===== config.mk =====
export PLATFORM = sky130hd
export DESIGN_NAME = triple_window_rate_meter_top
export DESIGN_NICKNAME = d
export VERILOG_FILES = /design/src/rtl/twrm_pkg.sv /design/src/rtl/triple_window_rate_meter_top.sv /design/src/rtl/twrm_queue.sv /design/src/rtl/twrm_div.sv /design/src/rtl/twrm_core.sv
export SDC_FILE = /design/constraint.sdc
export NUM_CORES = 2
export LEC_CHECK = 0
export BUFFER_PORTS_ARGS = -buffer_cell sky130_fd_sc_hd__buf_4
export CORE_UTILIZATION = 50
export CTS_CLUSTER_DIAMETER = 50
export CTS_CLUSTER_SIZE = 14
export DETAILED_ROUTE_END_ITERATION = 12
export PLACE_DENSITY = 0.67
export SETUP_SLACK_MARGIN = 0.5
export SYNTH_ARGS = -nofsm -noshare
export SYNTH_HDL_FRONTEND = slang
export SYNTH_HIERARCHICAL = 1
export SYNTH_SLANG_ARGS = --single-unit

===== constraint.sdc =====
create_clock -name aclk -period 15.6 [get_ports aclk]
set_input_delay 0 -clock aclk [delete_from_list [all_inputs] [get_ports aclk]]
set_output_delay 0 -clock aclk [all_outputs]
set_load 0.05 [all_outputs]

===== src/rtl/twrm_pkg.sv =====
`timescale 1ns / 1ps
// twrm_pkg: shared types and constants of the triple window rate meter.
// No dependencies; every other file of the meter imports it.

package twrm_pkg;

    // Fixed field widths
    localparam int BYTE_BITS = 32;
    localparam int NOW_BITS  = 40;
    localparam int LEN_BITS  = 32;
    localparam int RATE_BITS = 48;
    localparam int ZERO_BITS = 3;

    // Defaults of the top level parameters
    localparam int TIME_BITS_DEF   = 40;
    localparam int SUM_BITS_DEF    = 48;
    localparam int QUEUE_DEPTH_DEF = 2;

    // Scale from ms to s, and width added to the sum by that scale
    localparam int MS_PER_S   = 1000;
    localparam int SCALE_BITS = 10;

    // Windows
    localparam int       NUM_WIN  = 3;
    localparam logic [1:0] WIN_SHORT = 2'd0;
    localparam logic [1:0] WIN_MID   = 2'd1;
    localparam logic [1:0] WIN_LONG  = 2'd2;

    // Register indexes of the configuration port
    localparam logic [1:0] CFG_WIN_SHORT = 2'd0;
    localparam logic [1:0] CFG_WIN_MID   = 2'd1;
    localparam logic [1:0] CFG_WIN_LONG  = 2'd2;

    // Register reset values
    localparam logic [LEN_BITS-1:0] WIN_SHORT_RST = 32'd2000;
    localparam logic [LEN_BITS-1:0] WIN_MID_RST   = 32'd10000;
    localparam logic [LEN_BITS-1:0] WIN_LONG_RST  = 32'd30000;

    localparam logic [RATE_BITS-1:0] RATE_MAX = '1;

    // Input word: one transfer event
    typedef struct packed {
        logic [BYTE_BITS-1:0] byte_count;
        logic [NOW_BITS-1:0]  now_ms;
    } twrm_in_t;

    // Output word: rates of all three windows
    typedef struct packed {
        logic [RATE_BITS-1:0] rate_short;
        logic [RATE_BITS-1:0] rate_mid;
        logic [RATE_BITS-1:0] rate_long;
        logic [ZERO_BITS-1:0] zero_elapsed;
    } twrm_out_t;

    // Window lengths as handed to the back end
    typedef logic [NUM_WIN-1:0][LEN_BITS-1:0] twrm_len_t;

    // Divider status toward the sequencer
    typedef struct packed {
        logic busy;
        logic done;
    } twrm_div_stat_t;

endpackage


===== src/rtl/triple_window_rate_meter_top.sv =====
`timescale 1ns / 1ps
// triple_window_rate_meter_top: top level of the three window rate meter.
// Holds the window length registers; uses twrm_pkg, twrm_queue, twrm_core.
//
//  channel  direction  handshake               word
//  s_*      in         s_valid / s_ready       twrm_in_t  (byte_count, now_ms)
//  m_*      out        m_valid / m_ready       twrm_out_t (three rates, zero flags)
//  cfg_*    in         cfg_wr_en, no wait      cfg_addr selects a window length
//
//  Each window runs through the shared restoring divider (one quotient bit per
//  cycle, SUM_BITS + 10 bits per window); a window with zero elapsed time
//  skips it. The input queue takes words, until it is full, while the back
//  end works or while a result word waits on m_ready. Reset is synchronous,
//  active low, and needs no clearing pass.

module triple_window_rate_meter_top
    import twrm_pkg::*;
#(
    parameter int TIME_BITS   = TIME_BITS_DEF,
    parameter int SUM_BITS    = SUM_BITS_DEF,
    parameter int QUEUE_DEPTH = QUEUE_DEPTH_DEF
) (
    input  logic                aclk,
    input  logic                aresetn,
    input  logic                s_valid,
    output logic                s_ready,
    input  twrm_in_t            s_data,
    output logic                m_valid,
    input  logic                m_ready,
    output twrm_out_t           m_data,
    input  logic                cfg_wr_en,
    input  logic [1:0]          cfg_addr,
    input  logic [LEN_BITS-1:0] cfg_wdata
);

    twrm_len_t win_len_reg;
    logic      q_valid;
    twrm_in_t  q_data;
    logic      q_pop;

    // window length registers; unknown index is dropped
    always_ff @(posedge aclk) begin
        if (!aresetn) begin
            win_len_reg[WIN_SHORT] <= WIN_SHORT_RST;
            win_len_reg[WIN_MID]   <= WIN_MID_RST;
            win_len_reg[WIN_LONG]  <= WIN_LONG_RST;
        end else if (cfg_wr_en) begin
            case (cfg_addr)
                CFG_WIN_SHORT: win_len_reg[WIN_SHORT] <= cfg_wdata;
                CFG_WIN_MID:   win_len_reg[WIN_MID]   <= cfg_wdata;
                CFG_WIN_LONG:  win_len_reg[WIN_LONG]  <= cfg_wdata;
                default: begin
                end
            endcase
        end
    end

    twrm_queue #(
        .DEPTH (QUEUE_DEPTH)
    ) u_queue (
        .aclk    (aclk),
        .aresetn (aresetn),
        .s_valid (s_valid),
        .s_ready (s_ready),
        .s_data  (s_data),
        .q_valid (q_valid),
        .q_data  (q_data),
        .q_pop   (q_pop)
    );

    twrm_core #(
        .TIME_BITS (TIME_BITS),
        .SUM_BITS  (SUM_BITS)
    ) u_core (
        .aclk    (aclk),
        .aresetn (aresetn),
        .q_valid (q_valid),
        .q_data  (q_data),
        .q_pop   (q_pop),
        .win_len (win_len_reg),
        .m_valid (m_valid),
        .m_ready (m_ready),
        .m_data  (m_data)
    );

endmodule


===== src/rtl/twrm_queue.sv =====
`timescale 1ns / 1ps
// twrm_queue: front end of the meter; takes event words off the input
// channel into a short queue that the back end drains. Uses twrm_pkg.

module twrm_queue
    import twrm_pkg::*;
#(
    parameter int DEPTH = QUEUE_DEPTH_DEF
) (
    input  logic     aclk,
    input  logic     aresetn,
    input  logic     s_valid,
    output logic     s_ready,
    input  twrm_in_t s_data,
    output logic     q_valid,
    output twrm_in_t q_data,
    input  logic     q_pop
);

    localparam int PTR_W = (DEPTH > 1) ? $clog2(DEPTH) : 1;
    localparam int CNT_W = $clog2(DEPTH + 1);

    twrm_in_t           entry_reg [DEPTH];
    logic [PTR_W-1:0]   wr_ptr_reg, wr_ptr_next;
    logic [PTR_W-1:0]   rd_ptr_reg, rd_ptr_next;
    logic [CNT_W-1:0]   count_reg, count_next;
    logic               push, pop;

    assign s_ready = (count_reg != CNT_W'(DEPTH));
    assign q_valid = (count_reg != '0);
    assign q_data  = entry_reg[rd_ptr_reg];

    assign push = s_valid && s_ready;
    assign pop  = q_pop && q_valid;

    // pointer wrap and fill count
    always_comb begin
        wr_ptr_next = wr_ptr_reg;
        rd_ptr_next = rd_ptr_reg;
        count_next  = count_reg;
        if (push) begin
            wr_ptr_next = (wr_ptr_reg == PTR_W'(DEPTH - 1)) ? '0 : wr_ptr_reg + 1'b1;
        end
        if (pop) begin
            rd_ptr_next = (rd_ptr_reg == PTR_W'(DEPTH - 1)) ? '0 : rd_ptr_reg + 1'b1;
        end
        if (push && !pop) begin
            count_next = count_reg + 1'b1;
        end else if (pop && !push) begin
            count_next = count_reg - 1'b1;
        end
    end

    always_ff @(posedge aclk) begin
        if (!aresetn) begin
            wr_ptr_reg <= '0;
            rd_ptr_reg <= '0;
            count_reg  <= '0;
        end else begin
            wr_ptr_reg <= wr_ptr_next;
            rd_ptr_reg <= rd_ptr_next;
            count_reg  <= count_next;
        end
    end

    // queue storage, no reset
    always_ff @(posedge aclk) begin
        if (push) begin
            entry_reg[wr_ptr_reg] <= s_data;
        end
    end

endmodule


===== src/rtl/twrm_div.sv =====
`timescale 1ns / 1ps
// twrm_div: restoring divider, one quotient bit per cycle, with the
// quotient saturated to the rate width. Uses twrm_pkg.

module twrm_div
    import twrm_pkg::*;
#(
    parameter int DVD_W = SUM_BITS_DEF + SCALE_BITS,
    parameter int DEN_W = TIME_BITS_DEF
) (
    input  logic                 aclk,
    input  logic                 aresetn,
    input  logic                 start,
    input  logic [DVD_W-1:0]     dividend,
    input  logic [DEN_W-1:0]     divisor,
    output twrm_div_stat_t       stat,
    output logic [RATE_BITS-1:0] quotient
);

    localparam int CNT_W = $clog2(DVD_W + 1);

    logic                 busy_reg, done_reg;
    logic [CNT_W-1:0]     cnt_reg;
    logic [DVD_W-1:0]     dvd_reg;
    logic [DEN_W-1:0]     den_reg;
    logic [DEN_W-1:0]     rem_reg;
    logic [RATE_BITS-1:0] quo_reg;
    logic                 over_reg;

    logic [DEN_W:0]       rem_sh;
    logic [DEN_W:0]       rem_sub;
    logic                 take;

    // one restoring step
    assign rem_sh  = {rem_reg, dvd_reg[DVD_W-1]};
    assign take    = (rem_sh >= {1'b0, den_reg});
    assign rem_sub = rem_sh - {1'b0, den_reg};

    assign stat.busy = busy_reg;
    assign stat.done = done_reg;
    assign quotient  = over_reg ? RATE_MAX : quo_reg;

    always_ff @(posedge aclk) begin
        if (!aresetn) begin
            busy_reg <= 1'b0;
            done_reg <= 1'b0;
            cnt_reg  <= '0;
        end else begin
            done_reg <= 1'b0;
            if (start && !busy_reg) begin
                busy_reg <= 1'b1;
                cnt_reg  <= CNT_W'(DVD_W);
            end else if (busy_reg) begin
                cnt_reg <= cnt_reg - 1'b1;
                if (cnt_reg == CNT_W'(1)) begin
                    busy_reg <= 1'b0;
                    done_reg <= 1'b1;
                end
            end
        end
    end

    // datapath; a quotient bit at or above the rate width only flags overflow
    always_ff @(posedge aclk) begin
        if (start && !busy_reg) begin
            dvd_reg  <= dividend;
            den_reg  <= divisor;
            rem_reg  <= '0;
            quo_reg  <= '0;
            over_reg <= 1'b0;
        end else if (busy_reg) begin
            dvd_reg  <= {dvd_reg[DVD_W-2:0], 1'b0};
            rem_reg  <= take ? rem_sub[DEN_W-1:0] : rem_sh[DEN_W-1:0];
            quo_reg  <= {quo_reg[RATE_BITS-2:0], take};
            over_reg <= over_reg || (take && (cnt_reg > CNT_W'(RATE_BITS)));
        end
    end

endmodule


===== src/rtl/twrm_core.sv =====
`timescale 1ns / 1ps
// twrm_core: back end of the meter; holds the three window sums and start
// times, runs each window with nonzero elapsed time through the shared divider, and registers the
// result word. Uses twrm_pkg and twrm_div.

module twrm_core
    import twrm_pkg::*;
#(
    parameter int TIME_BITS = TIME_BITS_DEF,
    parameter int SUM_BITS  = SUM_BITS_DEF
) (
    input  logic      aclk,
    input  logic      aresetn,
    input  logic      q_valid,
    input  twrm_in_t  q_data,
    output logic      q_pop,
    input  twrm_len_t win_len,
    output logic      m_valid,
    input  logic      m_ready,
    output twrm_out_t m_data
);

    localparam int PW = SUM_BITS + SCALE_BITS;

    localparam logic [2:0] ST_IDLE   = 3'd0;
    localparam logic [2:0] ST_PREP   = 3'd1;
    localparam logic [2:0] ST_SCALE  = 3'd2;
    localparam logic [2:0] ST_LAUNCH = 3'd3;
    localparam logic [2:0] ST_DIV    = 3'd4;
    localparam logic [2:0] ST_ADV    = 3'd5;
    localparam logic [2:0] ST_OUT    = 3'd6;

    logic [2:0] state_reg, state_next;
    logic [1:0] win_reg, win_next;
    logic       m_valid_reg, m_valid_next;
    logic       out_load;
    logic       div_start;

    // window state
    logic [SUM_BITS-1:0]  sum_reg   [NUM_WIN];
    logic [TIME_BITS-1:0] start_reg [NUM_WIN];

    // current item and per-window work registers
    logic [BYTE_BITS-1:0]             bytes_reg;
    logic [NOW_BITS-1:0]              now_reg;
    logic [SUM_BITS-1:0]              s_work_reg;
    logic [TIME_BITS-1:0]             e_work_reg;
    logic                             e_zero_reg;
    logic [PW-1:0]                    prod_reg;
    logic [NUM_WIN-1:0][RATE_BITS-1:0] rate_work_reg;
    logic [NUM_WIN-1:0]               zbits_reg;
    twrm_out_t                        out_reg;

    logic [SUM_BITS-1:0]  bytes_ext;
    logic [SUM_BITS:0]    sum_add;
    logic [SUM_BITS-1:0]  sum_sat;
    logic [TIME_BITS-1:0] now_t;
    logic [TIME_BITS-1:0] elapsed;
    logic                 restart;

    twrm_div_stat_t       div_stat;
    logic [RATE_BITS-1:0] div_quo;

    // saturating sum and elapsed time of the current window
    assign bytes_ext = SUM_BITS'({32'd0, bytes_reg});
    assign sum_add   = {1'b0, sum_reg[win_reg]} + {1'b0, bytes_ext};
    assign sum_sat   = sum_add[SUM_BITS] ? '1 : sum_add[SUM_BITS-1:0];
    assign now_t     = TIME_BITS'({{(64 - NOW_BITS){1'b0}}, now_reg});
    assign elapsed   = now_t - start_reg[win_reg];
    assign restart   = elapsed > TIME_BITS'(win_len[win_reg]);

    assign q_pop     = (state_reg == ST_IDLE) && q_valid;
    assign div_start = (state_reg == ST_LAUNCH);
    assign out_load  = (state_reg == ST_OUT) && (!m_valid_reg || m_ready);
    assign m_valid   = m_valid_reg;
    assign m_data    = out_reg;

    twrm_div #(
        .DVD_W (PW),
        .DEN_W (TIME_BITS)
    ) u_div (
        .aclk     (aclk),
        .aresetn  (aresetn),
        .start    (div_start),
        .dividend (prod_reg),
        .divisor  (e_work_reg),
        .stat     (div_stat),
        .quotient (div_quo)
    );

    // sequencer: three windows in turn, then hand off the result word
    always_comb begin
        state_next   = state_reg;
        win_next     = win_reg;
        m_valid_next = m_valid_reg;
        if (m_valid_reg && m_ready) begin
            m_valid_next = 1'b0;
        end
        case (state_reg)
            ST_IDLE: begin
                if (q_valid) begin
                    win_next   = WIN_SHORT;
                    state_next = ST_PREP;
                end
            end
            ST_PREP: begin
                state_next = ST_SCALE;
            end
            ST_SCALE: begin
                state_next = e_zero_reg ? ST_ADV : ST_LAUNCH;
            end
            ST_LAUNCH: begin
                state_next = ST_DIV;
            end
            ST_DIV: begin
                if (div_stat.done) begin
                    state_next = ST_ADV;
                end
            end
            ST_ADV: begin
                if (win_reg == WIN_LONG) begin
                    state_next = ST_OUT;
                end else begin
                    win_next   = win_reg + 1'b1;
                    state_next = ST_PREP;
                end
            end
            ST_OUT: begin
                if (out_load) begin
                    m_valid_next = 1'b1;
                    state_next   = ST_IDLE;
                end
            end
            default: begin
                state_next = ST_IDLE;
            end
        endcase
    end

    always_ff @(posedge aclk) begin
        if (!aresetn) begin
            state_reg   <= ST_IDLE;
            win_reg     <= WIN_SHORT;
            m_valid_reg <= 1'b0;
        end else begin
            state_reg   <= state_next;
            win_reg     <= win_next;
            m_valid_reg <= m_valid_next;
        end
    end

    // window sums and start times; a window past its length restarts now
    always_ff @(posedge aclk) begin
        if (!aresetn) begin
            for (int i = 0; i < NUM_WIN; i++) begin
                sum_reg[i]   <= '0;
                start_reg[i] <= '0;
            end
        end else if (state_reg == ST_PREP) begin
            sum_reg[win_reg] <= restart ? '0 : sum_sat;
            if (restart) begin
                start_reg[win_reg] <= now_t;
            end
        end
    end

    // work registers
    always_ff @(posedge aclk) begin
        case (state_reg)
            ST_IDLE: begin
                if (q_valid) begin
                    bytes_reg <= q_data.byte_count;
                    now_reg   <= q_data.now_ms;
                end
            end
            ST_PREP: begin
                s_work_reg <= sum_sat;
                e_work_reg <= elapsed;
                e_zero_reg <= (elapsed == '0);
            end
            ST_SCALE: begin
                prod_reg <= PW'(s_work_reg) * PW'(MS_PER_S);
                if (e_zero_reg) begin
                    rate_work_reg[win_reg] <= RATE_MAX;
                    zbits_reg[win_reg]     <= 1'b1;
                end else begin
                    zbits_reg[win_reg]     <= 1'b0;
                end
            end
            ST_DIV: begin
                if (div_stat.done) begin
                    rate_work_reg[win_reg] <= div_quo;
                end
            end
            ST_OUT: begin
                if (out_load) begin
                    out_reg.rate_short   <= rate_work_reg[WIN_SHORT];
                    out_reg.rate_mid     <= rate_work_reg[WIN_MID];
                    out_reg.rate_long    <= rate_work_reg[WIN_LONG];
                    out_reg.zero_elapsed <= zbits_reg;
                end
            end
            default: begin
            end
        endcase
    end

`ifndef ASSERT_OFF
    // the divider is only launched when idle
    a_div_idle: assert property (@(posedge aclk) disable iff (!aresetn)
        div_start |-> !div_stat.busy)
        else $error("divider launched while busy");

    // a finished division only arrives while the sequencer waits for it
    a_div_done: assert property (@(posedge aclk) disable iff (!aresetn)
        div_stat.done |-> (state_reg == ST_DIV))
        else $error("divider result outside wait state");

    // window select never passes the last window
    a_win_range: assert property (@(posedge aclk) disable iff (!aresetn)
        win_reg != 2'd3)
        else $error("window select out of range");

    // a result word is never overwritten before it is taken
    a_out_free: assert property (@(posedge aclk) disable iff (!aresetn)
        out_load |-> (!m_valid_reg || m_ready))
        else $error("result word overwritten");

    // a new item is taken only once the previous one left the sequencer
    a_pop_idle: assert property (@(posedge aclk) disable iff (!aresetn)
        q_pop |=> (state_reg == ST_PREP) && (win_reg == WIN_SHORT))
        else $error("item taken out of turn");
`endif

endmodule

==> key figures <==
Status
  • Result of the run: complete, no violations

Floorplanning
  • Full die area: 0.132 mm^2
  • Cell row count: 132
  • Horiz. Die Dim: 363 um
  • Height of the chip: 363 um
  • Initial cell density of the core: 50.4%
  • Top-level I/O count: 260
  • Core Box Area: 0.129 mm^2

Layout
  • Count of inserted antenna diode cells: 0
  • Commonest cells after routing, fill and taps aside: sky130_fd_sc_hd__edfxtp_1 (1,104), sky130_fd_sc_hd__nor2_1 (411), sky130_fd_sc_hd__a21oi_1 (361), sky130_fd_sc_hd__buf_4 (305), sky130_fd_sc_hd__nand2_1 (304)
  • Growth of design area from synthesis to finish: 14.9%
  • Flip-flop count of the largest register after layout: 192
  • Proportion of layout cells with a drive suffix above 1: 16.2%
  • Leading cell type in the layout, fill and taps excluded: sky130_fd_sc_hd__edfxtp_1
  • Number of nets in the layout: 5,986

GRT
  • Number of antenna violations at the first check in global routing: 3
  • Remaining global-route overflow: 0
  • Global routing usage summed across all routing layers: 21.8%
  • First-pass GRT wire length: 226 mm
  • Largest net degree at the start of global routing: 263
  • Via count of the first global-routing pass: 40,420

Place
  • Final Wtd Congestion: 0.919
  • Buffers on Ports: 259
  • Post-DP HPWL: 93.9 mm

Route
  • Post-route antenna net violation count: 0
  • Routed length per instance: 19.7 um
  • Overall via count from detail_route: 40,829
  • Total DRC errors in the routed layout: 0
  • DR iter-0 viols: 3,228
  • Via density per instance: 5.62
  • Detailed Route WL: 143 mm
  • First-pass iteration count of the detailed router: 6

Clock network
  • Clock latency on the worst-skew pair: 0.77 ns
  • Clock Tree Root: sky130_fd_sc_hd__clkbuf_16
  • Cells resized by post-CTS repair: 0
  • Clock slew seen by the registers of the worst setup and hold paths: 0.06 ns
  • Depth of the CTS H-tree: 4
  • Maximum buffer depth of the clock tree: 3
  • Number of buffers created by CTS: 138
  • Clock sink total: 1,310
  • TritonCTS clock tree: built

Hold path
  • Hold endpoint: win_len_reg[77]
  • Startpoint of the tightest hold check path: cfg_wdata[13]
  • Number of cells traversed by the worst hold path: 4
  • Worst hold path type: input pin to register

Synthesis
  • Number of synthesis warnings: 6
  • Post-synthesis instance area: 0.0652 mm^2
  • Synthesized netlist cell count: 5,037
  • Post-Synthesis Mean Instance Area: 13.0 um^2

Critical path
  • CP endpoint kind: register
  • Crit-path leading delay family: simple AND/OR/NAND/NOR gates
  • Data required time of the critical path: 15.96 ns
  • Buffers & Inverters on Critical Path: 3
  • Launching element type of the critical path: register
  • Worst R2R Setup Slack: 7.57 ns
  • Slowest cell on crit path: sky130_fd_sc_hd__and2_2
  • Crit-path max FO: 262
  • FF-to-FF End: u_core/start_reg[3][27]
  • Critical path start-end classification: register to register
  • CP max stage delay: 1.04 ns
  • Worst-path cell chain: buf_4 > mux4_2 > inv_1 > ha_1 > a21oi_1 > o211a_1 > o21ai_0 > or3_1 > o21ai_0 > xnor2_1 > ha_1 > nand3_1 > nor3_1 > nand4_1 > a21oi_1 > nor3b_1 > nor3_1 > o22ai_1 > or4b_4 > buf_12 > and2_2
  • Signal arrival time at the worst endpoint: 8.39 ns
  • Cell depth of the worst flop-to-flop path: 21

Flow run
  • Number of max-cap violations: 0

Timing
  • Unrepaired setup endpoints after global routing: false
  • Transition time of the tightest slew-check pin: 1.26 ns
  • Slew margin rel.: 14.7%
  • Share of the clock period used by the worst path after layout: 51.5%
  • Setup Total Neg Slack: 0 ns
  • Final Skew: 0.0240 ns
  • Endpoints failing setup: 0
  • Final min period: 8.03 ns
  • Final hold vios: 0
  • Highest clock frequency the design can meet: 125 MHz
  • Fin. max-slew vios: 0
-- layer usage --
metal	vias to the layer above	GRT usage (%)	routed length, um
met4	2	4.97	2290
met3	184	3.43	8430
met1	20150	31.5	66800
li1	19352	-	-
met2	1141	34.6	65800
met5	-	0	15
-- worst min-delay path, delay by kind of cell --
family	cells	cell delay [ns]
AND/OR/NAND/NOR	1	0.04
multiplexers	1	0.11
buffers and inverters	2	0.62
-- cell type report --
type,count,area [um^2]
Inverter,214,803
Multi-Input combinational cell,3264,26000
Clock inverter,78,831
Fill cell,10492,54500
Clock buffer,168,3690
Tap cell,1742,2180
Timing Repair Buffer,493,4180
Sequential cell,1310,37300
-- per-stage QoR --
| step | worst slack [ns] | hold slack (ns) | area [um^2] | util, % | cells |
|---|---|---|---|---|---|
| after floorplan | 5.38 | 0.0989 | 65200 | - | 5039 |
| after global placement | 7.46 | 0.185 | 68600 | 53.0 | 6836 |
| after detailed placement | 7.52 | 0.187 | 68600 | 53.0 | 6836 |
| after CTS | 7.48 | 0.00156 | 75000 | 57.9 | 7269 |
| after global routing | 6.87 | 0.0689 | 75000 | 57.9 | 7269 |
| final | 7.57 | 0.0663 | 75000 | 57.9 | 7269 |
-- timing repair --
action	CTS	global route
hold buffers	187	0
endpoints found under the hold margin	253	0
setup buffers	0	0
endpoints found under the setup margin	0	0
-- worst max-delay path by stage --
stage                        startpoint                       to  cells after the start
detailed placement             register  u_core/start_reg[3][20]                     20
floorplan           u_core/state_reg[1]     u_queue/count_reg[1]                      6
finish                         register  u_core/start_reg[3][27]                     21
global placement               register  u_core/start_reg[3][22]                     21
CTS                            register  u_core/start_reg[3][27]                     20
global route                   register  u_core/start_reg[3][26]                     21
Power is left out: the tool's default activity adds up to more than one toggle a clock period on the data nets, which glitch-free logic cannot reach.
